===== src/design/sss_pkg.sv =====
package sss_pkg;

   // register index, taken from csr_paddr[2]
   localparam logic REG_KINETIC_GAIN = 1'b0;
   localparam logic REG_TIME_STEP    = 1'b1;

   typedef enum logic [2:0] {
      S_IDLE,
      S_DECIDE,
      S_RATE,
      S_ROUND,
      S_TERM,
      S_KIN,
      S_SUM,
      S_PASS
   } ctrl_state_type;

   typedef enum logic [2:0] {
      OP_NONE,
      OP_RATE,
      OP_ROUND,
      OP_TERM,
      OP_KIN
   } dp_op_type;

   typedef struct packed {
      logic      capture;
      dp_op_type op;
      logic      load_calc;
      logic      load_pass;
      logic      win_shift;
      logic      win_clear;
   } dp_cmd_type;

   typedef struct packed {
      logic out_free;
      logic last;
   } dp_sts_type;

endpackage


===== src/design/schrodinger_stencil_step_unit.sv =====
// channel   dir  handshake              payload
// req_      in   req_tvalid/req_tready  tdata: real, imag, potential; tlast: last sample
// rsp_      out  rsp_tvalid/rsp_tready  tdata: out_real, out_imag; tlast: last result
// csr_      in   psel/penable/pready    kinetic_gain @0x0, time_step @0x4
//
// One grid point at a time. Edge points are passed through; a second point is held.
// An interior point goes through accept, decide, then rate, round, term and
// kinetic steps through the two shared multipliers, then the sum into the output.
// A row-ending point after an interior one gives two words: the centre's result, then itself.
// Synchronous active-high reset clears the controller, output valid and the CSR registers.
// A stalled output holds the controller in its load state; input waits meanwhile.
module schrodinger_stencil_step_unit
   import sss_pkg::*;
#(
   parameter int AMP_WIDTH = 16
) (
   input  logic                                   clock,
   input  logic                                   reset,
   // stream in
   input  logic                                   req_tvalid,
   output logic                                   req_tready,
   // real_part, imag_part, potential, zero pad
   input  logic [((2*AMP_WIDTH+23)/8)*8-1:0]      req_tdata,
   // last_sample
   input  logic                                   req_tlast,
   // stream out
   output logic                                   rsp_tvalid,
   input  logic                                   rsp_tready,
   // out_real, out_imag, zero pad
   output logic [((2*AMP_WIDTH+7)/8)*8-1:0]       rsp_tdata,
   // last_result
   output logic                                   rsp_tlast,
   // register port
   input  logic                                   csr_psel,
   input  logic                                   csr_penable,
   input  logic                                   csr_pwrite,
   input  logic [2:0]                             csr_paddr,
   input  logic [31:0]                            csr_pwdata,
   output logic [31:0]                            csr_prdata,
   output logic                                   csr_pready
);

   localparam int RSP_W = ((2*AMP_WIDTH+7)/8)*8;

   logic [15:0]                 kinetic_gain_ff;
   logic [31:0]                 time_step_ff;
   logic                        csr_write;
   dp_cmd_type                  dp_cmd;
   dp_sts_type                  dp_sts;
   logic signed [AMP_WIDTH-1:0] out_real, out_imag;

   // register port: zero wait state
   assign csr_pready = 1'b1;
   assign csr_write  = csr_psel && csr_penable && csr_pwrite;

   always_ff @(posedge clock) begin
      if (reset) begin
         kinetic_gain_ff <= '0;
         time_step_ff    <= '0;
      end else if (csr_write) begin
         if (csr_paddr[2] == REG_TIME_STEP) begin
            time_step_ff <= csr_pwdata;
         end else begin
            kinetic_gain_ff <= csr_pwdata[15:0];
         end
      end
   end

   assign csr_prdata = (csr_paddr[2] == REG_TIME_STEP) ? time_step_ff
                                                       : {16'd0, kinetic_gain_ff};

   sss_ctrl u_ctrl (
      .clock     (clock),
      .reset     (reset),
      .req_valid (req_tvalid),
      .req_ready (req_tready),
      .sts       (dp_sts),
      .cmd       (dp_cmd)
   );

   sss_datapath #(
      .AMP_WIDTH (AMP_WIDTH)
   ) u_datapath (
      .clock        (clock),
      .reset        (reset),
      .in_real      (signed'(req_tdata[AMP_WIDTH-1:0])),
      .in_imag      (signed'(req_tdata[2*AMP_WIDTH-1:AMP_WIDTH])),
      .in_potential (req_tdata[2*AMP_WIDTH+15:2*AMP_WIDTH]),
      .in_last      (req_tlast),
      .kinetic_gain (kinetic_gain_ff),
      .time_step    (time_step_ff),
      .cmd          (dp_cmd),
      .sts          (dp_sts),
      .rsp_ready    (rsp_tready),
      .rsp_valid    (rsp_tvalid),
      .out_real     (out_real),
      .out_imag     (out_imag),
      .out_last     (rsp_tlast)
   );

   assign rsp_tdata = RSP_W'({out_imag, out_real});

`ifndef SYNTHESIS
   // one point in flight: a new word is never taken the cycle after one is
   a_one_in_flight: assert property (@(posedge clock) disable iff (reset)
      (req_tvalid && req_tready) |=> !req_tready)
      else $error("input taken while previous point in progress");

   // a result word is only loaded where the output register is free
   a_no_overwrite: assert property (@(posedge clock) disable iff (reset)
      (dp_cmd.load_calc || dp_cmd.load_pass) |-> (!rsp_tvalid || rsp_tready))
      else $error("untaken result word overwritten");

   // the window is cleared only together with the row-ending word
   a_clear_with_last: assert property (@(posedge clock) disable iff (reset)
      dp_cmd.win_clear |-> (dp_cmd.load_pass && dp_sts.last))
      else $error("window cleared outside row end");
`endif

endmodule


===== src/design/sss_ctrl.sv =====
module sss_ctrl
   import sss_pkg::*;
(
   input  logic       clock,
   input  logic       reset,
   input  logic       req_valid,
   output logic       req_ready,
   input  dp_sts_type sts,
   output dp_cmd_type cmd
);

   localparam logic [1:0] SEEN_NONE = 2'd0;
   localparam logic [1:0] SEEN_ONE  = 2'd1;
   localparam logic [1:0] SEEN_TWO  = 2'd2;

   ctrl_state_type state_ff, state_in;
   logic [1:0]     seen_ff, seen_in;

   always_ff @(posedge clock) begin
      if (reset) begin
         state_ff <= S_IDLE;
         seen_ff  <= SEEN_NONE;
      end else begin
         state_ff <= state_in;
         seen_ff  <= seen_in;
      end
   end

   always_comb begin
      state_in      = state_ff;
      seen_in       = seen_ff;
      req_ready     = 1'b0;
      cmd           = '0;
      cmd.op        = OP_NONE;
      unique case (state_ff)
         S_IDLE: begin
            req_ready = 1'b1;
            if (req_valid) begin
               cmd.capture = 1'b1;
               state_in    = S_DECIDE;
            end
         end
         S_DECIDE: begin
            unique case (seen_ff)
               SEEN_NONE: state_in = S_PASS;
               SEEN_ONE: begin
                  if (sts.last) begin
                     state_in = S_PASS;
                  end else begin
                     cmd.win_shift = 1'b1;
                     seen_in       = SEEN_TWO;
                     state_in      = S_IDLE;
                  end
               end
               default: state_in = S_RATE;
            endcase
         end
         S_RATE: begin
            cmd.op   = OP_RATE;
            state_in = S_ROUND;
         end
         S_ROUND: begin
            cmd.op   = OP_ROUND;
            state_in = S_TERM;
         end
         S_TERM: begin
            cmd.op   = OP_TERM;
            state_in = S_KIN;
         end
         S_KIN: begin
            cmd.op   = OP_KIN;
            state_in = S_SUM;
         end
         S_SUM: begin
            if (sts.out_free) begin
               cmd.load_calc = 1'b1;
               if (sts.last) begin
                  state_in = S_PASS;
               end else begin
                  cmd.win_shift = 1'b1;
                  state_in      = S_IDLE;
               end
            end
         end
         S_PASS: begin
            if (sts.out_free) begin
               cmd.load_pass = 1'b1;
               state_in      = S_IDLE;
               if (sts.last) begin
                  cmd.win_clear = 1'b1;
                  seen_in       = SEEN_NONE;
               end else begin
                  cmd.win_shift = 1'b1;
                  seen_in       = SEEN_ONE;
               end
            end
         end
      endcase
   end

endmodule


===== src/design/sss_datapath.sv =====
module sss_datapath
   import sss_pkg::*;
#(
   parameter int AMP_WIDTH = 16
) (
   input  logic                        clock,
   input  logic                        reset,
   input  logic signed [AMP_WIDTH-1:0] in_real,
   input  logic signed [AMP_WIDTH-1:0] in_imag,
   input  logic [15:0]                 in_potential,
   input  logic                        in_last,
   input  logic [15:0]                 kinetic_gain,
   input  logic [31:0]                 time_step,
   input  dp_cmd_type                  cmd,
   output dp_sts_type                  sts,
   input  logic                        rsp_ready,
   output logic                        rsp_valid,
   output logic signed [AMP_WIDTH-1:0] out_real,
   output logic signed [AMP_WIDTH-1:0] out_imag,
   output logic                        out_last
);

   localparam int LW = AMP_WIDTH + 2;          // laplacian
   localparam int BW = (LW > 17) ? LW : 17;    // multiplier B operand
   localparam int PW = 33 + BW;                // product
   localparam int SW = PW + 1;                 // accumulator
   localparam int QW = SW - 16;                // after dropping fraction bits

   localparam logic signed [AMP_WIDTH-1:0] AMP_MAX = {1'b0, {(AMP_WIDTH-1){1'b1}}};
   localparam logic signed [AMP_WIDTH-1:0] AMP_MIN = {1'b1, {(AMP_WIDTH-1){1'b0}}};
   localparam logic signed [SW-1:0]        HALF    = SW'(32'sd32768);

   logic signed [AMP_WIDTH-1:0] in_re_ff, in_im_ff;
   logic [15:0]                 in_pot_ff;
   logic                        in_last_ff;
   logic signed [AMP_WIDTH-1:0] win_re_ff [2];
   logic signed [AMP_WIDTH-1:0] win_im_ff [2];
   logic [15:0]                 pot_ff;

   logic signed [LW-1:0]  lap_r, lap_i;
   logic signed [32:0]    mul_a;
   logic signed [BW-1:0]  mul_b0, mul_b1;
   logic signed [PW-1:0]  prod0_in, prod1_in;
   logic signed [PW-1:0]  prod0_ff, prod1_ff;
   logic signed [PW-1:0]  term_r_cl, term_i_cl;
   logic [48:0]           rate_sum;
   logic [31:0]           rate_ff;
   logic signed [SW-1:0]  acc_r_ff, acc_i_ff;
   logic signed [SW-1:0]  fin_r, fin_i;

   logic                        rsp_valid_ff;
   logic signed [AMP_WIDTH-1:0] rsp_re_ff, rsp_im_ff;
   logic                        rsp_last_ff;

   // floor of t / 2^16 (half already added), clamped to the amplitude range
   function automatic logic signed [AMP_WIDTH-1:0] round_sat(input logic signed [SW-1:0] t);
      logic signed [QW-1:0]        q;
      logic [QW-AMP_WIDTH:0]       hi;
      logic signed [AMP_WIDTH-1:0] r;
      q  = t[SW-1:16];
      hi = q[QW-1:AMP_WIDTH-1];
      if ((&hi) || !(|hi)) begin
         r = q[AMP_WIDTH-1:0];
      end else if (q[QW-1]) begin
         r = AMP_MIN;
      end else begin
         r = AMP_MAX;
      end
      return r;
   endfunction

   // three-point laplacians: left - 2*centre + right
   assign lap_r = LW'(win_re_ff[0]) - (LW'(win_re_ff[1]) <<< 1) + LW'(in_re_ff);
   assign lap_i = LW'(win_im_ff[0]) - (LW'(win_im_ff[1]) <<< 1) + LW'(in_im_ff);

   // two multipliers sharing the A operand
   always_comb begin
      mul_a  = '0;
      mul_b0 = '0;
      mul_b1 = '0;
      unique case (cmd.op)
         OP_RATE: begin
            mul_a  = signed'({1'b0, time_step});
            mul_b0 = BW'(signed'({1'b0, pot_ff}));
         end
         OP_TERM: begin
            mul_a  = signed'({1'b0, rate_ff});
            mul_b0 = BW'(win_im_ff[1]);
            mul_b1 = BW'(win_re_ff[1]);
         end
         OP_KIN: begin
            mul_a  = signed'({17'd0, kinetic_gain});
            mul_b0 = BW'(lap_i);
            mul_b1 = BW'(lap_r);
         end
         default: begin
            mul_a  = '0;
         end
      endcase
   end

   assign prod0_in = mul_a * mul_b0;
   assign prod1_in = mul_a * mul_b1;

   // rate*amp terms are limited to +-2^62; only reachable at wide amplitudes
   if (PW > 63) begin : g_clamp
      localparam logic signed [PW-1:0] TERM_LIM = signed'(PW'(1) << 62);
      always_comb begin
         term_r_cl = prod0_ff;
         if (prod0_ff > TERM_LIM) begin
            term_r_cl = TERM_LIM;
         end else if (prod0_ff < -TERM_LIM) begin
            term_r_cl = -TERM_LIM;
         end
         term_i_cl = prod1_ff;
         if (prod1_ff > TERM_LIM) begin
            term_i_cl = TERM_LIM;
         end else if (prod1_ff < -TERM_LIM) begin
            term_i_cl = -TERM_LIM;
         end
      end
   end else begin : g_noclamp
      assign term_r_cl = prod0_ff;
      assign term_i_cl = prod1_ff;
   end

   assign rate_sum = {1'b0, prod0_ff[47:0]} + 49'd32768;

   assign fin_r = acc_r_ff + SW'(prod0_ff) + HALF;
   assign fin_i = acc_i_ff - SW'(prod1_ff) + HALF;

   always_ff @(posedge clock) begin
      if (cmd.capture) begin
         in_re_ff   <= in_real;
         in_im_ff   <= in_imag;
         in_pot_ff  <= in_potential;
         in_last_ff <= in_last;
      end
      if (cmd.op == OP_RATE || cmd.op == OP_TERM || cmd.op == OP_KIN) begin
         prod0_ff <= prod0_in;
         prod1_ff <= prod1_in;
      end
      if (cmd.op == OP_ROUND) begin
         rate_ff <= rate_sum[47:16];
      end
      if (cmd.op == OP_KIN) begin
         acc_r_ff <= (SW'(win_re_ff[1]) <<< 16) - SW'(term_r_cl);
         acc_i_ff <= (SW'(win_im_ff[1]) <<< 16) + SW'(term_i_cl);
      end
      if (cmd.win_clear) begin
         win_re_ff[0] <= '0;
         win_re_ff[1] <= '0;
         win_im_ff[0] <= '0;
         win_im_ff[1] <= '0;
         pot_ff       <= '0;
      end else if (cmd.win_shift) begin
         win_re_ff[0] <= win_re_ff[1];
         win_im_ff[0] <= win_im_ff[1];
         win_re_ff[1] <= in_re_ff;
         win_im_ff[1] <= in_im_ff;
         pot_ff       <= in_pot_ff;
      end
      if (cmd.load_calc) begin
         rsp_re_ff   <= round_sat(fin_r);
         rsp_im_ff   <= round_sat(fin_i);
         rsp_last_ff <= 1'b0;
      end else if (cmd.load_pass) begin
         rsp_re_ff   <= in_re_ff;
         rsp_im_ff   <= in_im_ff;
         rsp_last_ff <= in_last_ff;
      end
   end

   always_ff @(posedge clock) begin
      if (reset) begin
         rsp_valid_ff <= 1'b0;
      end else if (cmd.load_calc || cmd.load_pass) begin
         rsp_valid_ff <= 1'b1;
      end else if (rsp_ready) begin
         rsp_valid_ff <= 1'b0;
      end
   end

   assign sts.out_free = !rsp_valid_ff || rsp_ready;
   assign sts.last     = in_last_ff;

   assign rsp_valid = rsp_valid_ff;
   assign out_real  = rsp_re_ff;
   assign out_imag  = rsp_im_ff;
   assign out_last  = rsp_last_ff;

endmodule

===== config.mk =====
export PLATFORM = sky130hd
export DESIGN_NAME = schrodinger_stencil_step_unit
export DESIGN_NICKNAME = d
export VERILOG_FILES = /design/src/design/sss_pkg.sv /design/src/design/schrodinger_stencil_step_unit.sv /design/src/design/sss_ctrl.sv /design/src/design/sss_datapath.sv
export SDC_FILE = /design/constraint.sdc
export NUM_CORES = 2
export LEC_CHECK = 0
export ABC_CLOCK_PERIOD_IN_PS = 12900
export BUFFER_PORTS_ARGS = -buffer_cell sky130_fd_sc_hd__buf_2
export CORE_MARGIN = 1
export CORE_UTILIZATION = 51
export DETAILED_ROUTE_END_ITERATION = 10
export GPL_TIMING_DRIVEN = 0
export HOLD_SLACK_MARGIN = 0.03
export PLACE_DENSITY = 0.77
export SLEW_MARGIN = 20
export SYNTH_ARGS = -nofsm -noshare
export SYNTH_HDL_FRONTEND = slang
export SYNTH_SLANG_ARGS = --single-unit

===== constraint.sdc =====
create_clock -name clock -period 12.9 [get_ports clock]
set_clock_uncertainty 0.15 [all_clocks]
set_input_delay 0.645 -clock clock [delete_from_list [all_inputs] [get_ports clock]]
set_output_delay 0.645 -clock clock [all_outputs]
set_load 0.03 [all_outputs]

==> run metrics <==
status=finished clean; max_cap viols=0; total wire length=roughly 210000 um; post-route cell area=around 0.07 mm2; Final Cycle Share=between 90% and 100%; mux contribution to synthesized area=less than 1%; RSZ-0062 raised after global routing=false; Post-DP HPWL=173000 um; Pleak=roughly 0.035 uW; Max Slew Vio Count=0; I/O Buffers=153; chip width=about 360 um; FMAX=80.7 MHz; CTS Hold Bufs=between 40 and 50; Worst Hold Class=input pin to flop; CTS tree=built; Yosys reg bits=roughly 450; CP max-delay cell=clkinv_1; share of cells above drive strength 1=approximately 4.6%; # fillers=11.4k; Max H-tree Level=2; CORE AREA=between 0.1 and 0.15 mm2; TritonRoute pass-1 iters=8; per-instance average area after synthesis=9.01 um2; Cells after DPL=9264; largest family of logic cells by synthesized area=adder cells; Worst Setup Start Kind=flop; crit path max fanout=10; synth unique cells=between 80 and 90; post-synth top area share=30.0%; Total GRT Usage=between 30% and 40%; Antenna Nets Post-Route=0; via count of the routed design=between 50k and 60k; grt ovf=0; antenna violations before repair=8; Die ar.=roughly 0.13 mm2; total chip power=around 8200 uW; top-count cell post-synth=inv_1; Max Root-Sink Buffers=3; post-synthesis xor/xnor area fraction=about 3.8%; sequential share of power=about 26%; Worst path max stage delay=0.72 ns; GP Congestion=roughly 1; Site Rows=131; Commonest cells post-synth=inv_1, nand2_1, fa_1, ha_1, nor2_1; Post-synth ARST share=0%; largest net degree at the start of global routing=62; Sum Neg Setup Slack=0 ns; CTS Buf Count=51; Synth Net Count=9064; beginning of the critical path=u_datapath.win_im_ff[0][17]$_SDFFCE_PN0P_; sequential-to-total area share from yosys stat=between 15 and 20%; Area Growth Syn to Fin=8.56%; Hold Crit Start=req_tdata[30]; post-synthesis cell area=0.0663 mm2; CP endpoint kind=flop; pwr dens=about 110 mW/mm2; net load switching power=between 3000 and 4000 uW; routed wire length per instance=roughly 22 um; compound-gate portion of the synthesized area=around 10%; Synth area leader=fa_1; clk slew on worst S/H paths=approximately 0.070 ns; number of synthesized flops with an enable pin=383; critical path arrival=around 13 ns; Synth Warn #=0; Slew @ Worst Pin=between 1 and 1.5 ns; final std cells w/o fill=~9.4k; worst skew pair latency=around 0.66 ns; Worst path most repeated cell=fa_1; Setup Buffers After CTS=0; post-synthesis simple-gate area fraction=14.3%; clk root buf=clkbuf_16; CP Data Required Time=between 10 and 15 ns; cells after synthesis=between 7k and 8k; Adder-Cell Fraction of Synth Area=41.8%; final setup fails=0; switching part of the total power=47.1%; post-CTS resize count=0; number of global-route vias before repair=approximately 54k; Iter 0 DRT Violations=~5.7k; Logic pwr share=55.2%; worst setup path class=flop to flop; P_int=between 4000 and 5000 uW; die height=between 300 and 400 um; Period minus WS final=12.39 ns; DP Area=0.0696 mm2; count of clock tree sinks=between 400 and 500; Clk pwr share=about a fifth; max_slew headroom=14.3%; Peak VDD IR=0.0000982 V; Synth Flop Type=edfxtp_1; io pins=between 150 and 200; number of nets in the layout=9346; largest cells by area after synthesis=fa_1, edfxtp_1, ha_1; Hold WS=~0.078 ns; Initial Utilization=51.7%; Via density=5.81; Hold Fails Final Rpt=0; first-pass GRT wire length=~320000 um; reg-to-reg startpoint=u_datapath.win_im_ff[0][17]$_SDFFCE_PN0P_; DRC=0
## registers in the layout (all words and copies together), names as in the netlist, 32 cells and up
register / count
time_step_ff: 32
u_datapath.prod1_ff: 51
u_datapath.win_re_ff: 32
u_datapath.win_im_ff: 32
u_datapath.rate_ff: 32
u_datapath.acc_i_ff: 52
u_datapath.prod0_ff: 51
u_datapath.acc_r_ff: 52
## power groups by stage
stage | combinational [uW] | clock [uW] | sequential, uW
after floorplan | 2970 | 0 | 2040
after global placement | 4240 | 0 | 2130
after detailed placement | 4370 | 0 | 2120
after CTS | 4420 | 1580 | 2100
after global routing | 4900 | 1640 | 2120
final | 4550 | 1580 | 2110
## per-layer routing
layer | up-vias | GRT usage, % | share of wire [%] | wire length (um)
met4 | 4 | 16.9 | 6.2 | 12900
met1 | 27100 | 41.2 | 38 | 80200
li1 | 24000 | - | - | -
met3 | 562 | 7.16 | 11 | 22500
met5 | - | 0 | 0.014 | 30
met2 | 3070 | 49.7 | 45 | 92900
## cells by family (layout without fill, tap and decap cells)
kind of cell / count (synthesis) / in the layout
adders and majority gates: 1617 / 1617
xor gates and xnor gates: 284 / 284
muxes: 43 / 43
buffers and inverters: 1736 / 2061
AOI/OAI and AO/OA: 1035 / 1035
DFF: 454 / 454
other: 1 / 9
and+or+nand+nor: 2186 / 2186
## final timing paths
kind | to | slack, ns | cells after the start
worst max register to register | u_datapath.prod0_ff[50]$_DFFE_PP_ | 0.51 | 36
worst max-delay path | u_datapath.prod0_ff[50]$_DFFE_PP_ | 0.51 | 36
worst min-delay path | u_datapath.in_im_ff[14]$_DFFE_PP_ | 0.08 | 1
worst min register to register | u_datapath.acc_i_ff[6]$_DFFE_PN_ | 0.30 | 0
## worst max-delay path: cells and delay by family (launching register included)
| family | cells | cell delay [ns] |
|---|---|---|
| compound gates | 16 | 4.80 |
| fa+ha+maj | 9 | 4.10 |
| buf+inv | 5 | 1.41 |
| simple gates | 4 | 0.79 |
| flops | 1 | 0.56 |
| xor+xnor | 2 | 0.25 |
## cell type report
class	instances	area, um2	share of cell area (%)
timing repair buffer	229	1580	2.20
sequential	454	12900	18.0
tap	1729	2160	3.01
buffer	298	1160	1.61
antenna	8	20.0	0.0278
clock inverter	29	360	0.501
multi-input combinational	5166	46900	65.2
clock buffer	67	1440	2.00
inverter	1438	5410	7.51
## layout by cell type, fill, tap and decap left out, types with 81 or more instances in the layout
cell type  netlist  layout
a21o_1         133     133
a21oi_1        338     329
and2_1          92      91
buf_2            4     158
clkbuf_1       272     278
edfxtp_1       383     383
fa_1           993     993
ha_1           624     624
inv_1         1436    1434
nand2_1       1108    1108
nand3_1         81      81
nor2_1         536     536
o21ai_0        178     177
xnor2_1        206     205
## stage by stage
stage	util (%)	setup WS (ns)
floorplan	-	3.11
global placement	54.0	-0.106
detailed placement	54.3	0.794
CTS	56.1	0.760
global route	56.1	0.124
finish	56.1	0.509
(Power assumes the default switching activity.)
